<file path="src/rtl/ddw_pkg.sv">
// ----------------------------------------------------------------------------
// ddw_pkg
// shared types, field widths and digit codes for the decimal display writer
// ----------------------------------------------------------------------------
`default_nettype none

package ddw_pkg;

	localparam int DIGIT_POSITIONS_DEF = 8;
	localparam int QUEUE_DEPTH         = 2;

	localparam int VALUE_W  = 28;
	localparam int COUNT_W  = 4;
	localparam int POS_W    = 4;
	localparam int CODE_W   = 4;
	localparam int STATUS_W = 2;
	localparam int ITER_W   = $clog2(VALUE_W);

	localparam int S_DATA_W = 32;
	localparam int M_DATA_W = 16;

	localparam logic [CODE_W-1:0] CODE_MINUS = 4'd10;
	localparam logic [CODE_W-1:0] CODE_BLANK = 4'd15;

	typedef enum logic [STATUS_W-1:0] {
		ST_OK    = 2'd0,
		ST_RANGE = 2'd1,
		ST_WIDE  = 2'd2
	} status_t;

	typedef enum logic [1:0] {
		BK_IDLE,
		BK_CONV,
		BK_EMIT
	} back_state_t;

	typedef struct packed {
		logic                err;
		logic                neg;
		logic [COUNT_W-1:0]  count;
		status_t             status;
		logic [VALUE_W-1:0]  mag;
	} ddw_item_t;

	function automatic logic [VALUE_W-1:0] pow10(input logic [COUNT_W-1:0] n);
		logic [VALUE_W-1:0] r;
		case (n)
			4'd0:    r = 28'd1;
			4'd1:    r = 28'd10;
			4'd2:    r = 28'd100;
			4'd3:    r = 28'd1000;
			4'd4:    r = 28'd10000;
			4'd5:    r = 28'd100000;
			4'd6:    r = 28'd1000000;
			4'd7:    r = 28'd10000000;
			4'd8:    r = 28'd100000000;
			default: r = 28'd100000000;
		endcase
		return r;
	endfunction

endpackage

`default_nettype wire

</file>
<file path="src/rtl/ddw_front.sv">
// ----------------------------------------------------------------------------
// ddw_front
// takes input items, works out sign, magnitude, range and width status
// ----------------------------------------------------------------------------
`default_nettype none

module ddw_front #(
	parameter int DIGIT_POSITIONS = ddw_pkg::DIGIT_POSITIONS_DEF
) (
	input  wire logic                         s_tvalid,
	output logic                              s_tready,
	input  wire logic [ddw_pkg::S_DATA_W-1:0] s_tdata,
	output logic                              push_valid,
	input  wire logic                         push_ready,
	output ddw_pkg::ddw_item_t                push_item
);
	import ddw_pkg::*;

	logic [VALUE_W-1:0] raw;
	logic [COUNT_W-1:0] count;
	logic [COUNT_W-1:0] digits;
	logic               neg;
	logic [VALUE_W-1:0] mag;

	always_comb begin
		raw    = s_tdata[VALUE_W-1:0];
		count  = s_tdata[VALUE_W+COUNT_W-1:VALUE_W];
		mag    = raw[VALUE_W-1] ? (~raw + 28'd1) : raw;
		// sign needs a shown position of its own
		neg    = raw[VALUE_W-1] && (count != '0);
		digits = neg ? (count - 4'd1) : count;

		push_item.err    = count > COUNT_W'(DIGIT_POSITIONS);
		push_item.neg    = neg;
		push_item.count  = count;
		push_item.mag    = mag;
		push_item.status = (mag >= pow10(digits)) ? ST_WIDE : ST_OK;

		push_valid = s_tvalid;
		s_tready   = push_ready;
	end

endmodule

`default_nettype wire

</file>
<file path="src/rtl/ddw_queue.sv">
// ----------------------------------------------------------------------------
// ddw_queue
// short item queue between front and back
// ----------------------------------------------------------------------------
`default_nettype none

module ddw_queue (
	input  wire logic               clk,
	input  wire logic               arst_n,
	input  wire logic               push_valid,
	output logic                    push_ready,
	input  wire ddw_pkg::ddw_item_t push_item,
	output logic                    pop_valid,
	input  wire logic               pop_ready,
	output ddw_pkg::ddw_item_t      pop_item
);
	import ddw_pkg::*;

	localparam int PTR_W = (QUEUE_DEPTH > 1) ? $clog2(QUEUE_DEPTH) : 1;
	localparam int CNT_W = $clog2(QUEUE_DEPTH + 1);

	ddw_item_t        entry_q [QUEUE_DEPTH];
	logic [PTR_W-1:0] wr_ptr_q;
	logic [PTR_W-1:0] rd_ptr_q;
	logic [CNT_W-1:0] fill_q;
	logic             push;
	logic             pop;

	always_comb begin
		push_ready = fill_q != CNT_W'(QUEUE_DEPTH);
		pop_valid  = fill_q != '0;
		pop_item   = entry_q[rd_ptr_q];
		push       = push_valid && push_ready;
		pop        = pop_valid && pop_ready;
	end

	always_ff @(posedge clk) begin
		if (push) begin
			entry_q[wr_ptr_q] <= push_item;
		end
	end

	always_ff @(posedge clk or negedge arst_n) begin
		if (!arst_n) begin
			wr_ptr_q <= '0;
			rd_ptr_q <= '0;
			fill_q   <= '0;
		end else begin
			if (push) begin
				wr_ptr_q <= (wr_ptr_q == PTR_W'(QUEUE_DEPTH - 1)) ? '0 : wr_ptr_q + 1'b1;
			end
			if (pop) begin
				rd_ptr_q <= (rd_ptr_q == PTR_W'(QUEUE_DEPTH - 1)) ? '0 : rd_ptr_q + 1'b1;
			end
			if (push && !pop) begin
				fill_q <= fill_q + 1'b1;
			end else if (pop && !push) begin
				fill_q <= fill_q - 1'b1;
			end
		end
	end

endmodule

`default_nettype wire

</file>
<file path="src/rtl/ddw_back.sv">
// ----------------------------------------------------------------------------
// ddw_back
// bit-serial binary to bcd conversion and digit write sequencing
// ----------------------------------------------------------------------------
`default_nettype none

module ddw_back #(
	parameter int DIGIT_POSITIONS = ddw_pkg::DIGIT_POSITIONS_DEF
) (
	input  wire logic                         clk,
	input  wire logic                         arst_n,
	input  wire logic                         pop_valid,
	output logic                              pop_ready,
	input  wire ddw_pkg::ddw_item_t           pop_item,
	output logic                              m_tvalid,
	input  wire logic                         m_tready,
	output logic [ddw_pkg::M_DATA_W-1:0]      m_tdata,
	output logic                              m_tlast
);
	import ddw_pkg::*;

	localparam int BCD_W = 4 * DIGIT_POSITIONS;

	back_state_t         state_q, state_d;
	logic                err_q;
	logic                neg_q;
	logic [COUNT_W-1:0]  count_q;
	status_t             status_q;
	logic [VALUE_W-1:0]  mag_q;
	logic [BCD_W-1:0]    bcd_q;
	logic [ITER_W-1:0]   iter_q;
	logic [POS_W-1:0]    pos_q;

	logic                out_valid_q;
	logic [POS_W-1:0]    out_pos_q;
	logic [CODE_W-1:0]   out_code_q;
	status_t             out_status_q;
	logic                out_last_q;

	logic                emit_go;
	logic                load;
	logic [BCD_W-1:0]    bcd_adj;
	logic [CODE_W-1:0]   code_d;
	logic                last_d;

	always_comb begin
		for (int i = 0; i < DIGIT_POSITIONS; i++) begin
			bcd_adj[4*i +: 4] = (bcd_q[4*i +: 4] >= 4'd5) ? (bcd_q[4*i +: 4] + 4'd3)
			                                                : bcd_q[4*i +: 4];
		end
	end

	always_comb begin
		pop_ready = state_q == BK_IDLE;
		load      = pop_valid && pop_ready;
		emit_go   = (state_q == BK_EMIT) && (!out_valid_q || m_tready);
		last_d    = err_q || (pos_q == POS_W'(1));

		if (err_q || (pos_q > count_q)) begin
			code_d = CODE_BLANK;
		end else if (neg_q && (pos_q == count_q)) begin
			code_d = CODE_MINUS;
		end else begin
			code_d = bcd_q[BCD_W-1 -: 4];
		end

		state_d = state_q;
		case (state_q)
			BK_IDLE: begin
				if (load) begin
					state_d = pop_item.err ? BK_EMIT : BK_CONV;
				end
			end
			BK_CONV: begin
				if (iter_q == ITER_W'(VALUE_W - 1)) begin
					state_d = BK_EMIT;
				end
			end
			BK_EMIT: begin
				if (emit_go && last_d) begin
					state_d = BK_IDLE;
				end
			end
			default: state_d = BK_IDLE;
		endcase
	end

	always_ff @(posedge clk or negedge arst_n) begin
		if (!arst_n) begin
			state_q     <= BK_IDLE;
			out_valid_q <= 1'b0;
		end else begin
			state_q <= state_d;
			if (emit_go) begin
				out_valid_q <= 1'b1;
			end else if (m_tready) begin
				out_valid_q <= 1'b0;
			end
		end
	end

	always_ff @(posedge clk) begin
		if (load) begin
			err_q    <= pop_item.err;
			neg_q    <= pop_item.neg;
			count_q  <= pop_item.count;
			status_q <= pop_item.status;
			mag_q    <= pop_item.mag;
			bcd_q    <= '0;
			iter_q   <= '0;
			pos_q    <= POS_W'(DIGIT_POSITIONS);
		end else if (state_q == BK_CONV) begin
			bcd_q  <= {bcd_adj[BCD_W-2:0], mag_q[VALUE_W-1]};
			mag_q  <= mag_q << 1;
			iter_q <= iter_q + 1'b1;
		end else if (emit_go) begin
			bcd_q <= bcd_q << 4;
			pos_q <= pos_q - 1'b1;
		end
		if (emit_go) begin
			out_pos_q    <= err_q ? '0 : pos_q;
			out_code_q   <= code_d;
			out_status_q <= err_q ? ST_RANGE : status_q;
			out_last_q   <= last_d;
		end
	end

	always_comb begin
		m_tvalid = out_valid_q;
		m_tdata  = {6'd0, out_status_q, out_code_q, out_pos_q};
		m_tlast  = out_last_q;
	end

	a_conv_no_err: assert property (@(posedge clk) disable iff (!arst_n)
		(state_q == BK_CONV) |-> !err_q)
		else $error("conversion running on a range error item");

	a_emit_pos: assert property (@(posedge clk) disable iff (!arst_n)
		(state_q == BK_EMIT && !err_q) |->
		(pos_q >= POS_W'(1)) && (pos_q <= POS_W'(DIGIT_POSITIONS)))
		else $error("digit position out of range while writing");

	a_last_idle: assert property (@(posedge clk) disable iff (!arst_n)
		(emit_go && last_d) |=> (state_q == BK_IDLE))
		else $error("sequencer kept writing after the final item");

	a_range_single: assert property (@(posedge clk) disable iff (!arst_n)
		(out_valid_q && out_status_q == ST_RANGE) |-> (out_last_q && out_pos_q == '0))
		else $error("range error item not single and final");

	a_no_load_busy: assert property (@(posedge clk) disable iff (!arst_n)
		(state_q != BK_IDLE) |-> !pop_ready)
		else $error("queue popped while sequencer busy");

endmodule

`default_nettype wire

</file>
<file path="src/rtl/decimal_digit_display_writer_top.sv">
// ----------------------------------------------------------------------------
// decimal_digit_display_writer_top
// flow: an item is registered in the queue, loaded by the back when it is idle,
// converted one bit a cycle, then written out through a registered output stage
// one digit write a cycle while the receiver does not stall; no new item is taken
// until the last write; a range error item skips conversion and gives one write
// reset: asynchronous, clears queue and sequencer, no clearing pass
// ----------------------------------------------------------------------------
`default_nettype none

module decimal_digit_display_writer_top #(
	parameter int DIGIT_POSITIONS = ddw_pkg::DIGIT_POSITIONS_DEF
) (
	input  wire logic                         clk,
	input  wire logic                         arst_n,
	input  wire logic                         s_tvalid,
	output logic                              s_tready,
	// value [27:0], digit_count [31:28]
	input  wire logic [ddw_pkg::S_DATA_W-1:0] s_tdata,
	output logic                              m_tvalid,
	input  wire logic                         m_tready,
	// digit_position [3:0], digit_code [7:4], status [9:8], zero [15:10]
	output logic [ddw_pkg::M_DATA_W-1:0]      m_tdata,
	output logic                              m_tlast
);
	import ddw_pkg::*;

	logic      push_valid;
	logic      push_ready;
	ddw_item_t push_item;
	logic      pop_valid;
	logic      pop_ready;
	ddw_item_t pop_item;

	ddw_front #(
		.DIGIT_POSITIONS(DIGIT_POSITIONS)
	) u_front (
		.s_tvalid   (s_tvalid),
		.s_tready   (s_tready),
		.s_tdata    (s_tdata),
		.push_valid (push_valid),
		.push_ready (push_ready),
		.push_item  (push_item)
	);

	ddw_queue u_queue (
		.clk        (clk),
		.arst_n     (arst_n),
		.push_valid (push_valid),
		.push_ready (push_ready),
		.push_item  (push_item),
		.pop_valid  (pop_valid),
		.pop_ready  (pop_ready),
		.pop_item   (pop_item)
	);

	ddw_back #(
		.DIGIT_POSITIONS(DIGIT_POSITIONS)
	) u_back (
		.clk       (clk),
		.arst_n    (arst_n),
		.pop_valid (pop_valid),
		.pop_ready (pop_ready),
		.pop_item  (pop_item),
		.m_tvalid  (m_tvalid),
		.m_tready  (m_tready),
		.m_tdata   (m_tdata),
		.m_tlast   (m_tlast)
	);

endmodule

`default_nettype wire

</file>
<file path="config.mk">
export PLATFORM = sky130hd
export DESIGN_NAME = decimal_digit_display_writer_top
export DESIGN_NICKNAME = d
export VERILOG_FILES = /design/src/rtl/ddw_pkg.sv /design/src/rtl/ddw_front.sv /design/src/rtl/ddw_queue.sv /design/src/rtl/ddw_back.sv /design/src/rtl/decimal_digit_display_writer_top.sv
export SDC_FILE = /design/constraint.sdc
export NUM_CORES = 1
export LEC_CHECK = 0
export BUFFER_PORTS_ARGS = -buffer_cell sky130_fd_sc_hd__buf_2
export CAP_MARGIN = 5
export CORE_MARGIN = 2
export CORE_UTILIZATION = 51
export DETAILED_ROUTE_END_ITERATION = 7
export PLACE_DENSITY = 0.69
export REMOVE_ABC_BUFFERS = 1
export SLEW_MARGIN = 10
export SYNTH_ARGS = -nofsm -noshare
export SYNTH_HDL_FRONTEND = slang
export SYNTH_SLANG_ARGS = --single-unit
</file>
<file path="constraint.sdc">
create_clock -name clk -period 4 [get_ports clk]
set_clock_uncertainty 0.05 [all_clocks]
set_input_delay 0.2 -clock clk [delete_from_list [all_inputs] [get_ports clk]]
set_output_delay 0.2 -clock clk [all_outputs]
set_load 0.05 [all_outputs]
</file>
# After elaboration in Yosys (flattened, before gate mapping)
# Memories as Yosys holds them, arrays and structs flattened.
# Cells that the tools add are included.
[totals]
word_cells = 111
regBits = 95
output_inout_bits = 19
inputBits = 36
romBits = 400
ramBits = 72
n_memories = 2
[mem_list]
columns = ["name", "depth", "width", "read_ports", "rd_ports_with_merged_regs", "write_ports", "line", "rtl"]
rows = [
  ["(no name shown)", 16, 25, 1, 0, 0, "ddw_pkg.sv:47", "case (n)"],
  ["u_queue.entry_q", 2, 36, 1, 0, 1, "ddw_queue.sv:22", "ddw_item_t entry_q [QUEUE_DEPTH];"],
]
[classes]
magnitude_cmp = 11
n_eq_ne = 9
n_bitwise = 2
mux = 29
n_addsub = 16
n_reduce_logical = 24
[ops]
columns = ["operator", "count"]
rows = [
  ["$mux W28", 3],
  ["$mux W32", 2],
  ["$ge A4 B3 Y1 const B", 8],
  ["$mux W4", 8],
  ["$add A28 B1 Y28 const B", 1],
  ["$add A4 B2 Y4 const B", 7],
  ["$ge A28 B28 Y1", 1],
  ["$not A28 Y28", 1],
  ["$mux W2", 7],
  ["$reduce_bool A2 Y1", 5],
  ["$logic_and A1 B1 Y1", 8],
  ["$sub A4 B1 Y4 const B", 2],
  ["$mux W1", 6],
  ["$mux W3", 2],
  ["$pmux W2 S3", 1],
  ["$add A5 B1 Y5 const B", 1],
  ["$eq A5 B5 Y1 const B", 1],
  ["$eq A4 B1 Y1 const B", 1],
  ["$eq A4 B4 Y1", 1],
  ["$gt A4 B4 Y1", 1],
  ["$gt A4 B4 Y1 const B", 1],
  ["$ne A2 B1 Y1 const B", 2],
  ["$ne A2 B2 Y1 const B", 2],
  ["$reduce_bool A4 Y1", 1],
  ["other kinds (13)", 18],
]

# Longest topological paths before layout
# Gate-level depths: netlist of run 1.
[logic_depth]
ltp_word = 6
mapped_depth = 18
mapped_depth_nobuf = 18

# Cells and area by module
# A second synthesis of run 1 with hierarchy kept.
[hier_totals]
cells_unflattened = 864
hier_area_um2 = 9517.9
[by_module_without_submodules]
columns = ["module", "cells_per_inst", "area_each_um2", "seq_area_each_um2", "n_inst"]
rows = [
  ["ddw_back", 515, 4971.0, 2307.2, 1],
  ["ddw_queue", 130, 2941.6, 2262.2, 1],
  ["ddw_front", 219, 1605.3, 0.0, 1],
]

# Worst setup path before layout of run 1
# OpenSTA, ideal clock, no wires.
[synth_path]
path_type = "input to register"
from = "in s_tdata[6] in the netlist's numbering"
to = "mem u_queue.entry_q[0][29] in the netlist's numbering (data pin)"
stages = 16
setup_slack_ps = 272
arrival_ps = 3414
n_path_buf = 2
t_required_ps = 3686
cell_sequence = "or4_4 > buf_6 > or2_1 > buf_6 > or2_1 > nand2b_1 > o31ai_2 > xnor2_1 > ha_1 > a21o_1 > a21oi_1 > nor2_1 > a2111oi_1 > a21oi_2 > a211oi_2 > a21oi_2"
[synth_rtl]
columns = ["item", "line", "rtl"]
rows = [
  ["from (decl)", "decimal_digit_display_writer_top.sv:19", "input wire logic [ddw_pkg::S_DATA_W-1:0] s_tdata,"],
  ["to (decl)", "ddw_queue.sv:22", ""],
]

==> results of run 1 <==
layer usage:
metal	routed length [um]	share of wire, %	vias to the layer above	GRT usage, %
met2	7950	48	129	32.6
met1	7650	46	2818	25.6
met5	0	0	-	0
met3	691	4.2	19	4.52
met4	195	1.2	0	5.26
li1	-	-	2923	-
final cells by class:
cell class	count	area (um^2)
Clock buffer	18	429
Clock inverter	13	141
Fill cell	1330	6800
Inverter	43	161
Multi-Input combinational cell	539	3710
Sequential cell	164	4480
Tap cell	220	275
Timing Repair Buffer	69	413
synth_stat cells (3+ instances only):
cell type and number:
and2_1 4, mux2i_1 28, a32oi_1 7, nor3b_1 7, xnor2_1 37, o41ai_1 7, buf_4 6, nor2b_1 7
o22ai_1 3, nor4_1 3, nand2_1 82, o31ai_1 5, o211ai_1 4, mux2_2 8, nand3_1 7, or4_1 5
nor3_1 13, nor2_1 41, clkbuf_1 27, dfxtp_1 41, a22oi_1 13, a221oi_1 6, dfrtp_1 7, or3_1 4
edfxtp_1 116, a211oi_1 3, inv_1 42, nand2b_1 17, ha_1 55, a21oi_1 51, a21o_1 7, xor2_1 10
o21ai_0 66, buf_1 4
state kept, by name (all words and copies together), names as in the netlist, 4 cells and up:
| register | count |
|---|---|
| u_back.pos_q | 4 |
| u_back.count_q | 4 |
| u_back.bcd_q | 32 |
| u_back.out_code_q | 4 |
| u_back.iter_q | 5 |
| u_back.mag_q | 28 |
| u_back.out_pos_q | 4 |
| u_queue.entry_q | 70 |
worst reg2reg max path, cell delays in order (launching register included):
cell	delay, ps
dfrtp_1	350
nand2b_1	100
nand3b_1	290
clkinv_1	620
buf_4	460
a221oi_1	330
nor2_1	70
power groups by stage:
stage / registers [mW] / logic (mW) / clock network [mW]
finish: 2.82 / 1.99 / 1.58
global route: 2.88 / 2.23 / 1.68
CTS: 2.83 / 2.00 / 1.61
detailed placement: 2.85 / 1.99 / 0
global placement: 2.83 / 1.92 / 0
floorplan: 2.94 / 1.27 / 0
through the flow:
stage / cell area (um^2) / hold WS [ps] / utilization, % / setup slack, ps
2_1_floorplan: 8330 / -146 / - / 358
3_3_place_gp: 8960 / -4.14 / 54.6 / 235
3_5_place_dp: 8960 / -2.30 / 54.6 / 164
4_1_cts: 9590 / 85.4 / 58.5 / 106
5_1_grt: 9610 / 104 / 58.6 / 18.7
6_report: 9610 / 96.4 / 58.6 / 297
placed cells by master, fill, tap and decap left out, drive strengths merged, types with 8 or more instances in the layout:
cell	instances
edfxtp	116
mux2	8
xnor2	37
dfxtp	41
nand2	82
nor2	41
o41ai	8
clkbuf	18
clkinv	9
nor3	13
ha	55
o21ai	67
buf	63
a22oi	13
mux2i	28
nand2b	17
inv	42
xor2	11
a21oi	53
worst max-delay path by stage:
stage,slack [ps],end,cells past startpoint
after floorplan,360,u_queue.entry_q[0][29],14
after global placement,240,u_queue.entry_q[0][29],15
after detailed placement,160,u_queue.entry_q[1][29],15
after CTS,110,u_queue.entry_q[1][29],17
after global routing,20,u_queue.entry_q[1][29],19
final,300,u_queue.entry_q[1][29],16
repair_timing:
| action | in CTS | in global routing |
|---|---|---|
| resized for setup | 0 | 5 |
| endpoints found under the setup margin | 0 | 2 |
| endpoints found under the hold margin | 17 | 0 |
| hold buffers | 6 | 0 |
cell families after synthesis:
group	synth area share (%)
fa+ha+maj	8.22
xor+xnor	5.04
other cells	0.0442
buf+inv	4.07
flops	52.8
mux	4.36
simple gates	11.6
compound gates	14.0
==> flow_summary_export.csv, run 1 <==
group,metric,value,unit
timing,setup_violations,0,
synthesis,yosysTopAreaCell,"edfxtp_1",
synthesis,synth.distinct_cells,63,
finish,syn_to_final_growth,13.2,%
worst_setup_path,path_common_cell,"a21oi_2",
global_route,overflow,0,
worst_setup_path,r2r_end,"u_back.bcd_q[24]",
clock_tree,worstSkewPairLatency,420,ps
synthesis,synth_area_leaders,"edfxtp_1, dfxtp_1, ha_1",
detailed_routing,vias,5889,
floorplan,initial_core_util,51.8,%
worst_setup_path,crit_family,"compound AO/OA/AOI/OAI gates",
worst_setup_path,crit_chain,"dlygate4sd3_1 -> buf_2 -> or3_4 -> or2_2 -> or2_1 -> nand2b_1 -> o31ai_2 -> xnor2_1 -> ha_1 -> a21o_1 -> a21oi_1 -> nor2_1 -> a2111oi_2 -> a21oi_2 -> a211oi_2 -> a21oi_2",
floorplan,dieArea,17700,um^2
finish,final_cells,1066,
synthesis,seq_area_frac_synth,52.8,%
floorplan,core-area,16400,um^2
placed_design,placedCellCount,1029,
synthesis,syn-cell-area,8490,um^2
global_route,grt_pass1_vias,5829,
timing,rsz0062_at_grt,"false",
clock_tree,cts_buffer_depth,2,
hold_path,holdPathEnd,"u_back.m_tvalid",
detailed_routing,wl_per_cell,15.5,um
clock_tree,cts_sinks,164,
hold_path,hold_depth,3,
power_and_ir_drop,seq_power_share,44.1,%
power_and_ir_drop,switching_power,2.24,mW
synthesis,synthCells,780,
worst_setup_path,arrival,3810,ps
worst_setup_path,slowest_stage,"dlygate4sd3_1",
floorplan,pin_count,55,
placed_design,port_buffers,48,
global_route,grt_pass1_wl,27900,um
detailed_routing,first_pass_iters,5,
synthesis,synth_ff_type,"edfxtp_1",
timing,fin_crit_sh,92.6,%
power_and_ir_drop,p_int,4.14,mW
clock_tree,cts_tree,"built",
detailed_routing,wirelength,16500,um
finish,insertedDiodeCount,0,
timing,clock.fmax,0.270,GHz
timing,slew_viol_final,0,
worst_setup_path,path_max_fanout,7,
clock_tree,cts_setup_buffers,0,
worst_setup_path,path_buf_inv,2,
worst_setup_path,rrSetupSlack,1600,ps
power_and_ir_drop,power,6.39,mW
worst_setup_path,required,4110,ps
synthesis,async_flop_share,4.27,%
finish,nNetsFinal,925,
timing,fin_tns_setup,0,ps
detailed_routing,routed_via_density,5.52,
flow_run,maxCapViolCount,0,
synthesis,yosysWarnings,0,
worst_setup_path,critical_path.max_stage_delay,530,ps
run_status,status,"finished, final reports clean",
detailed_routing,drt_iter0_markers,472,
clock_tree,htreeDepth,4,
detailed_routing,final_antenna_net_count,0,
clock_tree,cts_inserted_buffers,17,
timing,hold_viol,0,
power_and_ir_drop,swShare,35.1,%
worst_setup_path,crit_path_start,"s_tdata[0]",
worst_setup_path,worstSetupPathType,"in -> reg",
worst_setup_path,endpoint_kind,"flip-flop",
worst_setup_path,r2r_start,"u_back.m_tvalid",
floorplan,chipWidth,133,um
power_and_ir_drop,clkPwrFrac,24.7,%
synthesis,ys_seq_elements,164,
timing,worstMarginPinSlew,1050,ps
clock_tree,clockRootBuffer,"clkbuf_16",
power_and_ir_drop,power_leakage,3.59,nW
floorplan,die-height,133,um
worst_setup_path,reg2reg_depth,6,
worst_setup_path,critPathLaunchType,"primary input",
detailed_routing,drc_errors,0,
power_and_ir_drop,comb_power_share,31.2,%
placed_design,gp_congestion,0.811,
power_and_ir_drop,ir_worst_vdd,0.389,mV
finish,drive_above_1_share,13.5,%
global_route,grt_usage,19.5,%
clock_tree,clk_pin_slew_worst_paths,60,ps
synthesis,syn_area_per_cell,10.9,um^2
floorplan,row_count,47,
timing,period_minus_slack,3700,ps
synthesis,synth_edf_count,116,
hold_path,hp-class,"in -> reg",
global_route,antenna_found_initial,0,
synthesis,synth_top_area_share,41.0,%
hold_path,hold_start,"m_tready",
power_and_ir_drop,p_per_area,665,nW/um^2
global_route,grt_max_degree,60,
timing,timing.slew.headroom,30.1,%
placed_design,hpwlAfterDp,11200,um
Power figures use the tool's default switching activity.
==> run 2, diff against run 1 <==
Settings changed: CORE_UTILIZATION 51 to 66, PLACE_DENSITY 0.69 to 0.86.
==> run 2 against run 1 <==
Effect of this change: setup slack got worse by 120 ps; global-route usage rose by 6.3 points; core utilization rose by 18 points; routed wire length rose by 5.0%; non-clock buffer count fell by 1; largest cell class unchanged; maximum frequency fell by 3.1%.
==> flow_summary_export.csv, run 2 (same netlist as run 1, synthesis figures left out) <==
group,metric,value,unit
power_and_ir_drop,power_leakage,3.60,nW
worst_setup_path,crit_chain,"dlygate4sd3_1 -> buf_2 -> or3_1 -> or2_2 -> or2_1 -> nand2b_1 -> o31ai_2 -> xnor2_1 -> ha_1 -> a21o_1 -> a21oi_1 -> nor2_1 -> a2111oi_1 -> a21oi_2 -> a211oi_2 -> a21oi_2",
global_route,overflow,0,
placed_design,port_buffers,48,
power_and_ir_drop,clkPwrFrac,25.7,%
finish,nNetsFinal,924,
finish,insertedDiodeCount,0,
timing,setup_slack,178,ps
floorplan,pin_count,55,
floorplan,chipWidth,117,um
flow_run,maxCapViolCount,0,
placed_design,place_ws,90.2,ps
worst_setup_path,crit_family,"compound AO/OA/AOI/OAI gates",
global_route,antenna_found_initial,0,
finish,final_cells,1018,
floorplan,initial_core_util,67.6,%
global_route,grt.met2_usage,45.6,%
worst_setup_path,arrival,3930,ps
worst_setup_path,endpoint_kind,"flip-flop",
global_route,grt_pass1_wl,28700,um
global_route,grt_use_met1,31.5,%
detailed_routing,drc_errors,0,
worst_setup_path,rrSetupSlack,1710,ps
worst_setup_path,path_common_cell,"a21oi_2",
clock_tree,cts_buffer_depth,2,
finish,post-route-util,76.2,%
clock_tree,cts_inserted_buffers,17,
detailed_routing,first_pass_iters,5,
detailed_routing,wl_per_cell,17.0,um
clock_tree,worstSkewPairLatency,420,ps
power_and_ir_drop,seq_power_share,43.2,%
timing,hold_viol,0,
timing,fin_crit_sh,95.6,%
detailed_routing,drt_iter0_markers,504,
timing,slew_viol_final,0,
timing,worstMarginPinSlew,1030,ps
finish,stdcell_area,9580,um^2
worst_setup_path,required,4110,ps
worst_setup_path,slowest_stage,"dlygate4sd3_1",
worst_setup_path,path_max_fanout,4,
finish,drive_above_1_share,13.7,%
worst_setup_path,reg2reg_depth,6,
detailed_routing,vias,6140,
run_status,status,"finished, final reports clean",
finish,final_common_cell,"edfxtp_1",
clock_tree,clk_pin_slew_worst_paths,60,ps
hold_path,hp-class,"in -> reg",
floorplan,dieArea,13800,um^2
clock_tree,cts_sinks,164,
finish,fill_cells,779,
worst_setup_path,r2r_start,"u_back.state_q[0]",
timing,setup_violations,0,
worst_setup_path,crit_path_start,"s_tdata[0]",
power_and_ir_drop,p_per_area,685,nW/um^2
worst_setup_path,critical_path.max_stage_delay,530,ps
placed_design,gp_congestion,0.939,
timing,period_minus_slack,3820,ps
power_and_ir_drop,switching_power,2.33,mW
power_and_ir_drop,ir_worst_vdd,0.371,mV
timing,rsz0062_at_grt,"false",
clock_tree,htreeDepth,4,
timing,fin_tns_setup,0,ps
worst_setup_path,timing.critical_path.to,"u_queue.entry_q[1][29]",
power_and_ir_drop,swShare,35.6,%
timing,timing.slew.headroom,31.4,%
power_and_ir_drop,p_int,4.23,mW
clock_tree,clockRootBuffer,"clkbuf_16",
worst_setup_path,r2r_end,"u_back.bcd_q[27]",
global_route,grt_usage,25.8,%
floorplan,die-height,117,um
clock_tree,cts_tree,"built",
placed_design,placedCellCount,981,
placed_design,hpwlAfterDp,11500,um
floorplan,row_count,41,
finish,largest-register,"u_queue.entry_q",
worst_setup_path,cp.depth,16,
global_route,grt_max_degree,61,
worst_setup_path,path_buf_inv,2,
global_route,grt_busiest_layer,"met2",
finish,syn_to_final_growth,12.8,%
worst_setup_path,critPathLaunchType,"primary input",
timing,clock.fmax,0.262,GHz
finish,mostFrequentLayoutCells,"edfxtp_1, nand2_1, o21ai_0, ha_1, a21oi_1",
worst_setup_path,worstSetupPathType,"in -> reg",
detailed_routing,routed_via_density,6.03,
finish,largest_reg_flops,70,
detailed_routing,final_antenna_net_count,0,
global_route,grt_pass1_vias,6133,
global_route,use_met3,5.30,%
placed_design,placed_cell_area,8900,um^2
power_and_ir_drop,comb_power_share,31.1,%
detailed_routing,wirelength,17300,um
finish,top_regs,"u_queue.entry_q: 70 flops, u_back.bcd_q: 32 flops, u_back.mag_q: 28 flops",
floorplan,core-area,12600,um^2
==> run 2: worst min-delay path by stage <==
stage          depth (start not counted)                     end         from
6_report                               1  u_queue.entry_q[0][33]  s_tdata[31]
5_1_grt                                1  u_queue.entry_q[1][33]  s_tdata[31]
4_1_cts                                1  u_queue.entry_q[1][33]  s_tdata[31]
3_5_place_dp                           1         u_back.m_tvalid       arst_n
3_3_place_gp                           1         u_back.m_tvalid       arst_n
2_1_floorplan                          0         u_back.m_tvalid       arst_n
==> run 2: metal layers <==
layer	up-vias	wire (um)
li1	2929	-
met2	208	9000
met1	2974	7190
met3	29	824
met5	-	0
met4	0	297
==> run 2: power by group through the flow <==
stage	Combinational, mW	Sequential, mW	Clock (mW)
6_report	2.04	2.84	1.69
5_1_grt	2.26	2.88	1.77
4_1_cts	2.03	2.83	1.70
3_5_place_dp	2.00	2.85	0
3_3_place_gp	1.89	2.82	0
2_1_floorplan	1.27	2.94	0
==> run 2: cell type report <==
type                    count  area (um^2)  share of cell area, %
clock inverters            14          185                   1.93
repair buffers             68          403                   4.21
well taps                 172          215                   2.25
inverters                  43          161                   1.68
clock buffers              18          429                   4.48
flip-flops and latches    164         4480                   46.8
multi-input cells         539         3700                   38.7
==> run 2: worst reg2reg max path, stage by stage (launching register included) <==
cell and delay [ps]:
dfrtp_1 430, nand3b_1 330, clkinv_1 140, nor2_1 630, buf_4 340, o21ai_0 130, a21oi_1 170
==> run 2: timing repair <==
item	4_1_cts	5_1_grt
resized for setup	0	4
setup endpoints to repair	0	2
hold buffers	5	0
setup buffers	0	0
hold endpoints to repair	15	0
==> run 2: per-stage QoR <==
step / hold slack, ps / power (mW)
floorplan: -146 / 4.21
global placement: -5.55 / 4.71
detailed placement: -1.55 / 4.85
CTS: 5.36 / 6.56
global route: 47.8 / 6.91
finish: 48.8 / 6.56
